--- src/pce_pkg.sv ---
`timescale 1ns / 1ps

package pce_pkg;

  // Request command codes
  typedef enum logic [3:0] {
    CMD_CTRL       = 4'd0,
    CMD_SWEEP      = 4'd1,
    CMD_TIMER_LO   = 4'd2,
    CMD_TIMER_HI   = 4'd3,
    CMD_ENABLE     = 4'd4,
    CMD_TICK       = 4'd5,
    CMD_QUARTER    = 4'd6,
    CMD_HALF       = 4'd7,
    CMD_LEN_SWEEP  = 4'd8
  } cmd_t;

  localparam logic [15:0] PERIOD_MAX = 16'h07FF;
  localparam logic [15:0] PERIOD_MIN = 16'd8;
  localparam logic [3:0]  ENV_TOP    = 4'd15;

  // Duty patterns, bit k is sequencer step k
  localparam logic [7:0] DUTY_TAB [4] = '{8'h02, 8'h06, 8'h1E, 8'hF9};

  // Length counter load values
  function automatic logic [7:0] len_lookup(input logic [4:0] idx);
    logic [7:0] v;
    case (idx)
      5'd0:  v = 8'd10;   5'd1:  v = 8'd254;  5'd2:  v = 8'd20;  5'd3:  v = 8'd2;
      5'd4:  v = 8'd40;   5'd5:  v = 8'd4;    5'd6:  v = 8'd80;  5'd7:  v = 8'd6;
      5'd8:  v = 8'd160;  5'd9:  v = 8'd8;    5'd10: v = 8'd60;  5'd11: v = 8'd10;
      5'd12: v = 8'd14;   5'd13: v = 8'd12;   5'd14: v = 8'd26;  5'd15: v = 8'd14;
      5'd16: v = 8'd12;   5'd17: v = 8'd16;   5'd18: v = 8'd24;  5'd19: v = 8'd18;
      5'd20: v = 8'd48;   5'd21: v = 8'd20;   5'd22: v = 8'd96;  5'd23: v = 8'd22;
      5'd24: v = 8'd192;  5'd25: v = 8'd24;   5'd26: v = 8'd72;  5'd27: v = 8'd26;
      5'd28: v = 8'd16;   5'd29: v = 8'd28;   5'd30: v = 8'd32;  5'd31: v = 8'd30;
      default: v = 8'd0;
    endcase
    return v;
  endfunction

endpackage

--- src/pulse_channel_envelope_sweep.sv ---
`timescale 1ns / 1ps

// Square-wave sound channel: period timer, duty sequencer, envelope,
// length counter and sweep unit.
//
// Input channel (in_valid/in_ready, in_cmd, in_data): one request per
// command - register write, enable write, timer tick or frame clock.
// Result channel (out_valid/out_ready, out_level, out_length_active):
// exactly one result per request, in order, showing the channel after it.
// Configuration: cfg_we with cfg_wdata sets the extra-one-on-negate flag;
// write it only while no request is in flight.
//
// A request is registered at acceptance, then applied to the channel
// state when the result stage advances, raising out_valid. Throughput
// is one request per cycle when results flow (single state update stage).
// The level is decoded from the state registers, which hold while a
// result waits, so a stalled receiver keeps out_level stable. A request
// may still be taken into the input register during such a stall.
//
// Reset (rst_n low, synchronous) empties both stages and returns all
// channel state to its power-on values (halt/loop flag set, rest zero).

module pulse_channel_envelope_sweep (
  input  logic       clk,
  input  logic       rst_n,
  input  logic       in_valid,
  output logic       in_ready,
  input  logic [3:0] in_cmd,
  input  logic [7:0] in_data,
  output logic       out_valid,
  input  logic       out_ready,
  output logic [3:0] out_level,
  output logic       out_length_active,
  input  logic       cfg_we,
  input  logic       cfg_wdata
);

  // Handshake control
  logic       req_v_r;
  logic [3:0] req_cmd_r;
  logic [7:0] req_data_r;
  logic       out_v_r;
  logic       adv;
  logic       apply;

  assign adv      = !out_v_r || out_ready;
  assign apply    = req_v_r && adv;
  assign in_ready = !req_v_r || adv;
  assign out_valid = out_v_r;

  // Channel state
  logic        neg_one_r;
  logic        chan_on_r,     chan_on_nxt;
  logic [15:0] period_r,      period_nxt;
  logic [15:0] countdown_r,   countdown_nxt;
  logic [1:0]  duty_sel_r,    duty_sel_nxt;
  logic [2:0]  duty_step_r,   duty_step_nxt;
  logic [7:0]  len_cnt_r,     len_cnt_nxt;
  logic        halt_r,        halt_nxt;
  logic        env_rst_r,     env_rst_nxt;
  logic [3:0]  env_div_r,     env_div_nxt;
  logic [3:0]  env_lvl_r,     env_lvl_nxt;
  logic [3:0]  env_set_r,     env_set_nxt;
  logic        fixed_vol_r,   fixed_vol_nxt;
  logic        swp_on_r,      swp_on_nxt;
  logic [2:0]  swp_int_r,     swp_int_nxt;
  logic        swp_down_r,    swp_down_nxt;
  logic [2:0]  swp_amt_r,     swp_amt_nxt;
  logic        swp_rst_r,     swp_rst_nxt;
  logic [2:0]  swp_div_r,     swp_div_nxt;

  logic        do_env;
  logic        do_len_swp;
  logic [15:0] swp_delta;
  pce_pkg::cmd_t cmd;

  assign cmd       = pce_pkg::cmd_t'(req_cmd_r);
  assign swp_delta = period_r >> swp_amt_r;

  // Request decode and next channel state
  always_comb begin
    chan_on_nxt   = chan_on_r;
    period_nxt    = period_r;
    countdown_nxt = countdown_r;
    duty_sel_nxt  = duty_sel_r;
    duty_step_nxt = duty_step_r;
    len_cnt_nxt   = len_cnt_r;
    halt_nxt      = halt_r;
    env_rst_nxt   = env_rst_r;
    env_div_nxt   = env_div_r;
    env_lvl_nxt   = env_lvl_r;
    env_set_nxt   = env_set_r;
    fixed_vol_nxt = fixed_vol_r;
    swp_on_nxt    = swp_on_r;
    swp_int_nxt   = swp_int_r;
    swp_down_nxt  = swp_down_r;
    swp_amt_nxt   = swp_amt_r;
    swp_rst_nxt   = swp_rst_r;
    swp_div_nxt   = swp_div_r;
    do_env        = 1'b0;
    do_len_swp    = 1'b0;

    case (cmd)
      pce_pkg::CMD_CTRL: begin
        duty_sel_nxt  = req_data_r[7:6];
        halt_nxt      = req_data_r[5];
        fixed_vol_nxt = req_data_r[4];
        env_set_nxt   = req_data_r[3:0];
        env_rst_nxt   = 1'b1;
      end
      pce_pkg::CMD_SWEEP: begin
        swp_on_nxt   = req_data_r[7];
        swp_int_nxt  = req_data_r[6:4];
        swp_down_nxt = req_data_r[3];
        swp_amt_nxt  = req_data_r[2:0];
        swp_rst_nxt  = 1'b1;
      end
      pce_pkg::CMD_TIMER_LO: begin
        period_nxt = {period_r[15:8], req_data_r};
      end
      pce_pkg::CMD_TIMER_HI: begin
        if (chan_on_r) begin
          len_cnt_nxt = pce_pkg::len_lookup(req_data_r[7:3]);
        end
        period_nxt    = {5'd0, req_data_r[2:0], period_r[7:0]};
        env_rst_nxt   = 1'b1;
        duty_step_nxt = 3'd0;
      end
      pce_pkg::CMD_ENABLE: begin
        chan_on_nxt = req_data_r[0];
        if (!req_data_r[0]) begin
          len_cnt_nxt = 8'd0;
        end
      end
      pce_pkg::CMD_TICK: begin
        if (countdown_r == 16'd0) begin
          countdown_nxt = period_r;
          duty_step_nxt = duty_step_r + 3'd1;
        end else begin
          countdown_nxt = countdown_r - 16'd1;
        end
      end
      pce_pkg::CMD_QUARTER: begin
        do_env = 1'b1;
      end
      pce_pkg::CMD_HALF: begin
        do_env     = 1'b1;
        do_len_swp = 1'b1;
      end
      pce_pkg::CMD_LEN_SWEEP: begin
        do_len_swp = 1'b1;
      end
      default: begin
      end
    endcase

    // Envelope clock
    if (do_env) begin
      if (env_rst_r) begin
        env_lvl_nxt = pce_pkg::ENV_TOP;
        env_div_nxt = env_set_r;
        env_rst_nxt = 1'b0;
      end else if (env_div_r != 4'd0) begin
        env_div_nxt = env_div_r - 4'd1;
      end else begin
        env_div_nxt = env_set_r;
        if (env_lvl_r != 4'd0) begin
          env_lvl_nxt = env_lvl_r - 4'd1;
        end else if (halt_r) begin
          env_lvl_nxt = pce_pkg::ENV_TOP;
        end
      end
    end

    // Length and sweep clock
    if (do_len_swp) begin
      if (!halt_r && len_cnt_r != 8'd0) begin
        len_cnt_nxt = len_cnt_r - 8'd1;
      end
      if (swp_div_r == 3'd0 && swp_on_r) begin
        if (swp_down_r) begin
          period_nxt = period_r - (swp_delta + {15'd0, neg_one_r});
        end else begin
          period_nxt = period_r + swp_delta;
        end
      end
      if (swp_div_r == 3'd0 || swp_rst_r) begin
        swp_div_nxt = swp_int_r;
        swp_rst_nxt = 1'b0;
      end else begin
        swp_div_nxt = swp_div_r - 3'd1;
      end
    end
  end

  // Pipeline and state registers
  always_ff @(posedge clk) begin
    if (!rst_n) begin
      req_v_r     <= 1'b0;
      out_v_r     <= 1'b0;
      neg_one_r   <= 1'b0;
      chan_on_r   <= 1'b0;
      period_r    <= 16'd0;
      countdown_r <= 16'd0;
      duty_sel_r  <= 2'd0;
      duty_step_r <= 3'd0;
      len_cnt_r   <= 8'd0;
      halt_r      <= 1'b1;
      env_rst_r   <= 1'b0;
      env_div_r   <= 4'd0;
      env_lvl_r   <= 4'd0;
      env_set_r   <= 4'd0;
      fixed_vol_r <= 1'b0;
      swp_on_r    <= 1'b0;
      swp_int_r   <= 3'd0;
      swp_down_r  <= 1'b0;
      swp_amt_r   <= 3'd0;
      swp_rst_r   <= 1'b0;
      swp_div_r   <= 3'd0;
    end else begin
      if (cfg_we) begin
        neg_one_r <= cfg_wdata;
      end
      if (in_ready) begin
        req_v_r <= in_valid;
      end
      if (adv) begin
        out_v_r <= req_v_r;
      end
      if (apply) begin
        chan_on_r   <= chan_on_nxt;
        period_r    <= period_nxt;
        countdown_r <= countdown_nxt;
        duty_sel_r  <= duty_sel_nxt;
        duty_step_r <= duty_step_nxt;
        len_cnt_r   <= len_cnt_nxt;
        halt_r      <= halt_nxt;
        env_rst_r   <= env_rst_nxt;
        env_div_r   <= env_div_nxt;
        env_lvl_r   <= env_lvl_nxt;
        env_set_r   <= env_set_nxt;
        fixed_vol_r <= fixed_vol_nxt;
        swp_on_r    <= swp_on_nxt;
        swp_int_r   <= swp_int_nxt;
        swp_down_r  <= swp_down_nxt;
        swp_amt_r   <= swp_amt_nxt;
        swp_rst_r   <= swp_rst_nxt;
        swp_div_r   <= swp_div_nxt;
      end
    end
  end

  // Request payload capture
  always_ff @(posedge clk) begin
    if (in_ready && in_valid) begin
      req_cmd_r  <= in_cmd;
      req_data_r <= in_data;
    end
  end

  // Output level decode from the state registers
  logic [16:0] swp_target;
  logic [7:0]  duty_pat;
  logic        mute;

  assign swp_target = {1'b0, period_r} + {1'b0, swp_delta};
  assign duty_pat   = pce_pkg::DUTY_TAB[duty_sel_r];

  always_comb begin
    mute = !chan_on_r || (len_cnt_r == 8'd0) || !duty_pat[duty_step_r]
        || (period_r < pce_pkg::PERIOD_MIN) || (period_r > pce_pkg::PERIOD_MAX)
        || (!swp_down_r && (swp_target > {1'b0, pce_pkg::PERIOD_MAX}));
    if (mute) begin
      out_level = 4'd0;
    end else if (fixed_vol_r) begin
      out_level = env_set_r;
    end else begin
      out_level = env_lvl_r;
    end
  end

  assign out_length_active = (len_cnt_r != 8'd0);

  // Checks
  a_len_needs_enable: assert property (@(posedge clk) disable iff (!rst_n)
    (len_cnt_r != 8'd0) |-> chan_on_r)
    else $error("length counter loaded while channel disabled");

  a_level_needs_length: assert property (@(posedge clk) disable iff (!rst_n)
    (out_level != 4'd0) |-> out_length_active)
    else $error("nonzero level with length counter at zero");

  a_state_holds_in_stall: assert property (@(posedge clk) disable iff (!rst_n)
    (out_v_r && !out_ready) |=> ($stable(period_r) && $stable(len_cnt_r)
      && $stable(env_lvl_r)))
    else $error("channel state changed while result stalled");

  a_req_kept_in_stall: assert property (@(posedge clk) disable iff (!rst_n)
    (req_v_r && !adv) |=> req_v_r)
    else $error("pending request dropped during stall");

endmodule

--- config.mk ---
export PLATFORM = sky130hd
export DESIGN_NAME = pulse_channel_envelope_sweep
export DESIGN_NICKNAME = d
export VERILOG_FILES = /design/src/pce_pkg.sv /design/src/pulse_channel_envelope_sweep.sv
export SDC_FILE = /design/constraint.sdc
export NUM_CORES = 1
export LEC_CHECK = 0
export ABC_AREA = 1
export BUFFER_PORTS_ARGS = -buffer_cell sky130_fd_sc_hd__buf_2
export CAP_MARGIN = 20
export CORE_UTILIZATION = 55
export DETAILED_ROUTE_END_ITERATION = 6
export HOLD_SLACK_MARGIN = 0.02
export PLACE_DENSITY = 0.72
export SYNTH_ARGS = -nofsm -noshare
export SYNTH_HDL_FRONTEND = slang
export SYNTH_SLANG_ARGS = --single-unit
--- constraint.sdc ---
create_clock -name clk -period 6.15 [get_ports clk]
set_clock_uncertainty 0.05 [all_clocks]
set_input_delay 0.615 -clock clk [delete_from_list [all_inputs] [get_ports clk]]
set_output_delay 0.615 -clock clk [all_outputs]
set_load 0.05 [all_outputs]
Yosys cells after proc, flatten, opt, wreduce, memory -nomap -nowiden
Memory sizes are Yosys's and may differ from the RTL's. A register that Yosys moved wholly into a read port is not among the register bits.
Index checks and enable logic that the tools add are counted.
W data, S select, Z words.
Word-level totals
  bits in registers: 88
  memory bits (read-only): 224
  input bits: 18
  output and inout port bits: 7
  word-level logic and storage cells: 125
  memories kept: 1
Cells by class
  $add $sub $neg: 10
  magnitude comparators: 5
  equality and inequality tests: 10
  shift operators: 1
  multiplexer cells: 35
  bitwise gates (word level): 1
  reduce and logical (&&, ||, !) cells: 39
Memories
  (name not given): depth 32, width 7, read ports 1, clocked after Yosys merged registers in 1, wr ports 0, line pce_pkg.sv:28  | case (idx)
Operators with widths (number)
  $mux W16: 4
  $mux W8: 6
  $mux W4: 8
  $pmux W16 S2: 1
  $add A16 B16 Y17: 1
  $gt A17 B11 Y1 const B: 1
  $add A16 B1 Y16: 1
  $add A16 B16 Y16: 1
  $bmux W8 S2: 1
  $eq A4 B3 Y1 const B: 4
  $gt A16 B11 Y1 const B: 1
  $logic_not A16 Y1: 1
  $lt A16 B4 Y1 const B: 1
  $pmux W8 S2: 1
  $shr A16 B3 Y16: 1
  $sub A16 B1 Y16 const B: 1
  $sub A16 B16 Y16: 1
  $reduce_and A2 Y1: 6
  $mux W1: 9
  $eq A4 B2 Y1 const B: 2
  $logic_not A8 Y1: 1
  $logic_or A1 B1 Y1: 8
  $reduce_bool A4 Y1: 2
  $reduce_bool A8 Y1: 1
  other kinds (23): 37

Longest topological paths before layout
  depth in word-level cells: 12
  gate-level depth with buffers: 23
  gate-level depth less buffers: 22

Worst setup path after synthesis
No wires, ideal clock.
  kind: reg2out
  start: register swp_amt_r[1]
  end: output out_level[0]
  arrival time: 3.247 ns
  required time: 5.485 ns
  path slack: 2.238 ns
  stages on the path, launching flop included: 20
  buffers on the path: 1
  path through: dfxtp_1 -> buf_2 -> clkinv_1 -> o21ai_0 -> inv_1 -> o21ai_0 -> inv_1 -> ha_1 -> fa_1 -> nand3_1 -> nand3_1 -> nand2_1 -> nand2_1 -> nand2_1 -> nand2_1 -> nor2_1 -> nand3_1 -> nand2_1 -> nand2_1 -> nor2_1
Between the ends
  word-level cells in the longest chain between the ends: 6
Ends and longest elaborated chain
  start: declaration: line pulse_channel_envelope_sweep.sv:68  | logic [2:0] swp_amt_r, swp_amt_nxt;
  start signal: assignment: line pulse_channel_envelope_sweep.sv:246  | swp_amt_r <= swp_amt_nxt;
  $shr A16 B3 Y16: line pulse_channel_envelope_sweep.sv:78  | assign swp_delta = period_r >> swp_amt_r;
  $add A16 B16 Y17: line pulse_channel_envelope_sweep.sv:266  | assign swp_target = {1'b0, period_r} + {1'b0, swp_delta};
  $gt A17 B11 Y1: line pulse_channel_envelope_sweep.sv:272  | || (!swp_down_r && (swp_target > {1'b0, pce_pkg::PERIOD_MAX}));
  $logic_and A1 B1 Y1: line pulse_channel_envelope_sweep.sv:272
  $logic_or A1 B1 Y1: line pulse_channel_envelope_sweep.sv:272
  $mux W4: line pulse_channel_envelope_sweep.sv:273  | if (mute) begin
  end: declaration: line pulse_channel_envelope_sweep.sv:32  | output logic [3:0] out_level,
No other way between the ends.

Final worst setup path
  start: register swp_amt_r[1]
  end: output out_level[2]
Same word-level chain as after synthesis.

==> run metrics <==
status=finished clean; CORE AREA=13900 µm²; distinct cell type count after synthesis=57; IO Count=25; post-cts resize count=0; Layout fillers=1399; min Tclk post-route=between 4 and 5 ns; Routed WL per cell=15.1 µm; Num CTS Buffers=9; Synth area leaders=dfxtp_1 (21%), nand2_1 (14%), ha_1 (9.2%); final worst path period share=between 70 and 80%; worst skew pair latency=0.35 ns; max-slew violation count=0; initial antenna violation count=0; Hold Crit Class=input pin to register; Critical R2R Capture=period_r[13]; routability cong.=a little under 1; main flop type after synthesis=dfxtp_1; violation count after the first detailed-routing iteration=688; CP Class=register to output port; Total Routing Usage GR=30.5%; clock buffer depth=2; synthesis warning total=0; met2 WL=between 9 and 10 mm; Final Hold Viols=0; number of flops mapped to enable cells by yosys=12; Post-DP HPWL=~17 mm; via count of the first global-routing pass=approximately 7300; syn_nets=~1300; # diodes=0; max_cap viols=0; most frequent cell after synthesis=nand2_1; # setup viols final=0; flops & latches, synth=95; min-delay src=in_data[2]; largest area contributor in the netlist=dfxtp_1; final total power=approximately 1.5 mW; CTS tree=done; DR vias/cell=~5.6; first-pass GRT wire length=35.5 mm; row count=43; Critical Path Most Common Cell=nand2_1; Top Metal Used=met4; CP Launch Type=register; die area=14800 µm²; total grt overflow=0; most frequent cells after synthesis=nand2_1 (289), inv_1 (170), o21ai_0 (117), a21oi_1 (108), nor2_1 (105); via count=7953; wire length on met1=9.58 mm; clock root cell=clkbuf_16; # hold bufs at CTS=0; Cell Pwr Density=184 nW/µm²; DRT Pass-1 Iters=5; Clock H-tree levels=3; worst vdd ir=0.000153 V; CP peak stage delay=0.51 ns; critical-path cell list=clkinv_1, o21ai_0, inv_1, o21ai_0, inv_1, fa_1, nand3_1, nand3_1, nand2_1, nand2_1, nand2_1, nand2_1, nor2_1, nand3_1, nand2_1, nand2_1, nor2_1, buf_2; Buf/Inv on CP=4; relative slew slack=47.9%; register area share after synthesis=approximately a quarter; clock slew at reported path FFs=0.07 ns; met3 WL=approximately 1.3 mm; internal power=~1.0 mW; Flop pwr share=43.3%; Max FO, Critical Path=19; die height=between 100 and 150 µm; CP delay by family, top=simple AND/OR/NAND/NOR gates; Final Net Count=roughly 1300; largest net degree at the start of global routing=41; Reg2Reg Launch Point=swp_amt_r[1]; total leakage power=3.90 nW; slowest cell on the critical path=clkinv_1; Critical Path AT=about 4.3 ns; Area Overhead vs Synth=6.04%; share of layout cells above drive strength 1=under 10%; Die X=122 µm; Buffers on Ports=24; initial core utilization=56.5%; clk sinks=95; DRC Markers=0; Synth Instances=1235; Post-synth ARST share=0%; unrepaired setup endpoints after global routing=false; number of post-CTS setup repair buffers=0; Endpoint, Worst Hold=req_data_r[2]; Clk network pwr share=35.8%; synthesized area=7870 µm²; final WL=21.4 mm; Least-Margin Pin Slew=0.780 ns; hold depth=1; Psw=between 500 and 600 µW; syn avg cell area=6.37 µm²; Sw Share=32.6%; Hold WS=0.384 ns; Worst Setup End Kind=output port; CP required=5.48 ns; setup TNS=0 ns; Final ANT Viol Nets=0; Worst R2R Path Depth=13; FF-to-FF setup slack=2.10 ns; f_max=0.203 GHz; post-synth top area share=21.1%; Comb power frac=20.8%
## cells in the final DEF, fill, tap and decap left out, types with 17 or more instances in the layout
cell type  count
dfxtp_1       83
nand4_1       17
nand3_1       82
buf_2         24
a21oi_1      108
o21ai_0      117
ha_1          58
a31oi_1       17
nand2_1      289
nor2_1       105
inv_1        170
## cell type report
class | count | area (µm²) | share of cell area (%)
Sequential cell | 95 | 2020 | 24.2
Inverter | 184 | 694 | 8.32
Clock buffer | 9 | 225 | 2.70
Clock inverter | 7 | 60.1 | 0.720
Multi-Input combinational cell | 921 | 4980 | 59.7
Timing Repair Buffer | 26 | 135 | 1.62
Tap cell | 180 | 225 | 2.70
## worst max-delay path by stage
stage / startpoint / depth (start not counted) / end
after global routing: swp_amt_r[1] / 19 / out_level[2]
after floorplan: swp_amt_r[1] / 19 / out_level[0]
after global placement: swp_amt_r[1] / 19 / out_level[3]
final: swp_amt_r[1] / 18 / out_level[2]
after CTS: swp_amt_r[1] / 19 / out_level[2]
after detailed placement: swp_amt_r[1] / 19 / out_level[3]
## cell families (layout without fill, tap and decap cells)
family / Yosys count / after routing / synth area share (%)
buffers and inverters: 219 / 226 / 11.0
adders and majority gates: 61 / 61 / 9.99
DFF: 95 / 95 / 25.7
xor gates and xnor gates: 12 / 12 / 1.34
muxes: 6 / 6 / 0.763
AOI/OAI and AO/OA: 299 / 299 / 21.3
and+or+nand+nor: 543 / 543 / 30.0
## state kept, by name (all words and copies together) (netlist names), 2 cells and up, named ones only
register     cells
env_set_r        4
req_data_r       8
countdown_r     16
env_div_r        4
duty_sel_r       2
env_lvl_r        4
swp_div_r        3
swp_int_r        3
len_cnt_r        8
swp_amt_r        3
duty_step_r      3
period_r        16
cmd              4
## worst register-to-register path, cell delays in order (launching register included)
cell and delay (ns):
dfxtp_1 0.49, clkinv_1 0.51, mux2i_1 0.40, o21ai_0 0.20, ha_1 0.37, inv_1 0.09, ha_1 0.35, inv_1 0.07
nor3_1 0.44, nand3_1 0.20, nand3_1 0.13, nand2_1 0.05, o21ai_0 0.42, a21oi_1 0.14
## metal layers
layer  GRT usage [%]  up-vias
li1                -     4085
met1            39.2     3544
met2            49.0      269
met3            4.82       55
met4            16.2        0
met5               0        -
## power groups by stage
stage	clock network (mW)	registers [mW]	logic, mW
finish	0.551	0.667	0.321
global route	0.584	0.669	0.364
global placement	0	0.680	0.315
floorplan	0	0.674	0.242
CTS	0.560	0.666	0.318
detailed placement	0	0.681	0.316
## stage by stage
stage	utilization (%)	setup slack, ns	instance area (µm²)	instances
global placement	57.8	1.73	8060	1406
CTS	59.9	1.27	8340	1422
global route	59.9	0.724	8340	1422
finish	59.9	1.23	8340	1422
detailed placement	57.8	1.67	8060	1406
floorplan	-	2.24	7870	1235
(Power assumes the default switching activity.)
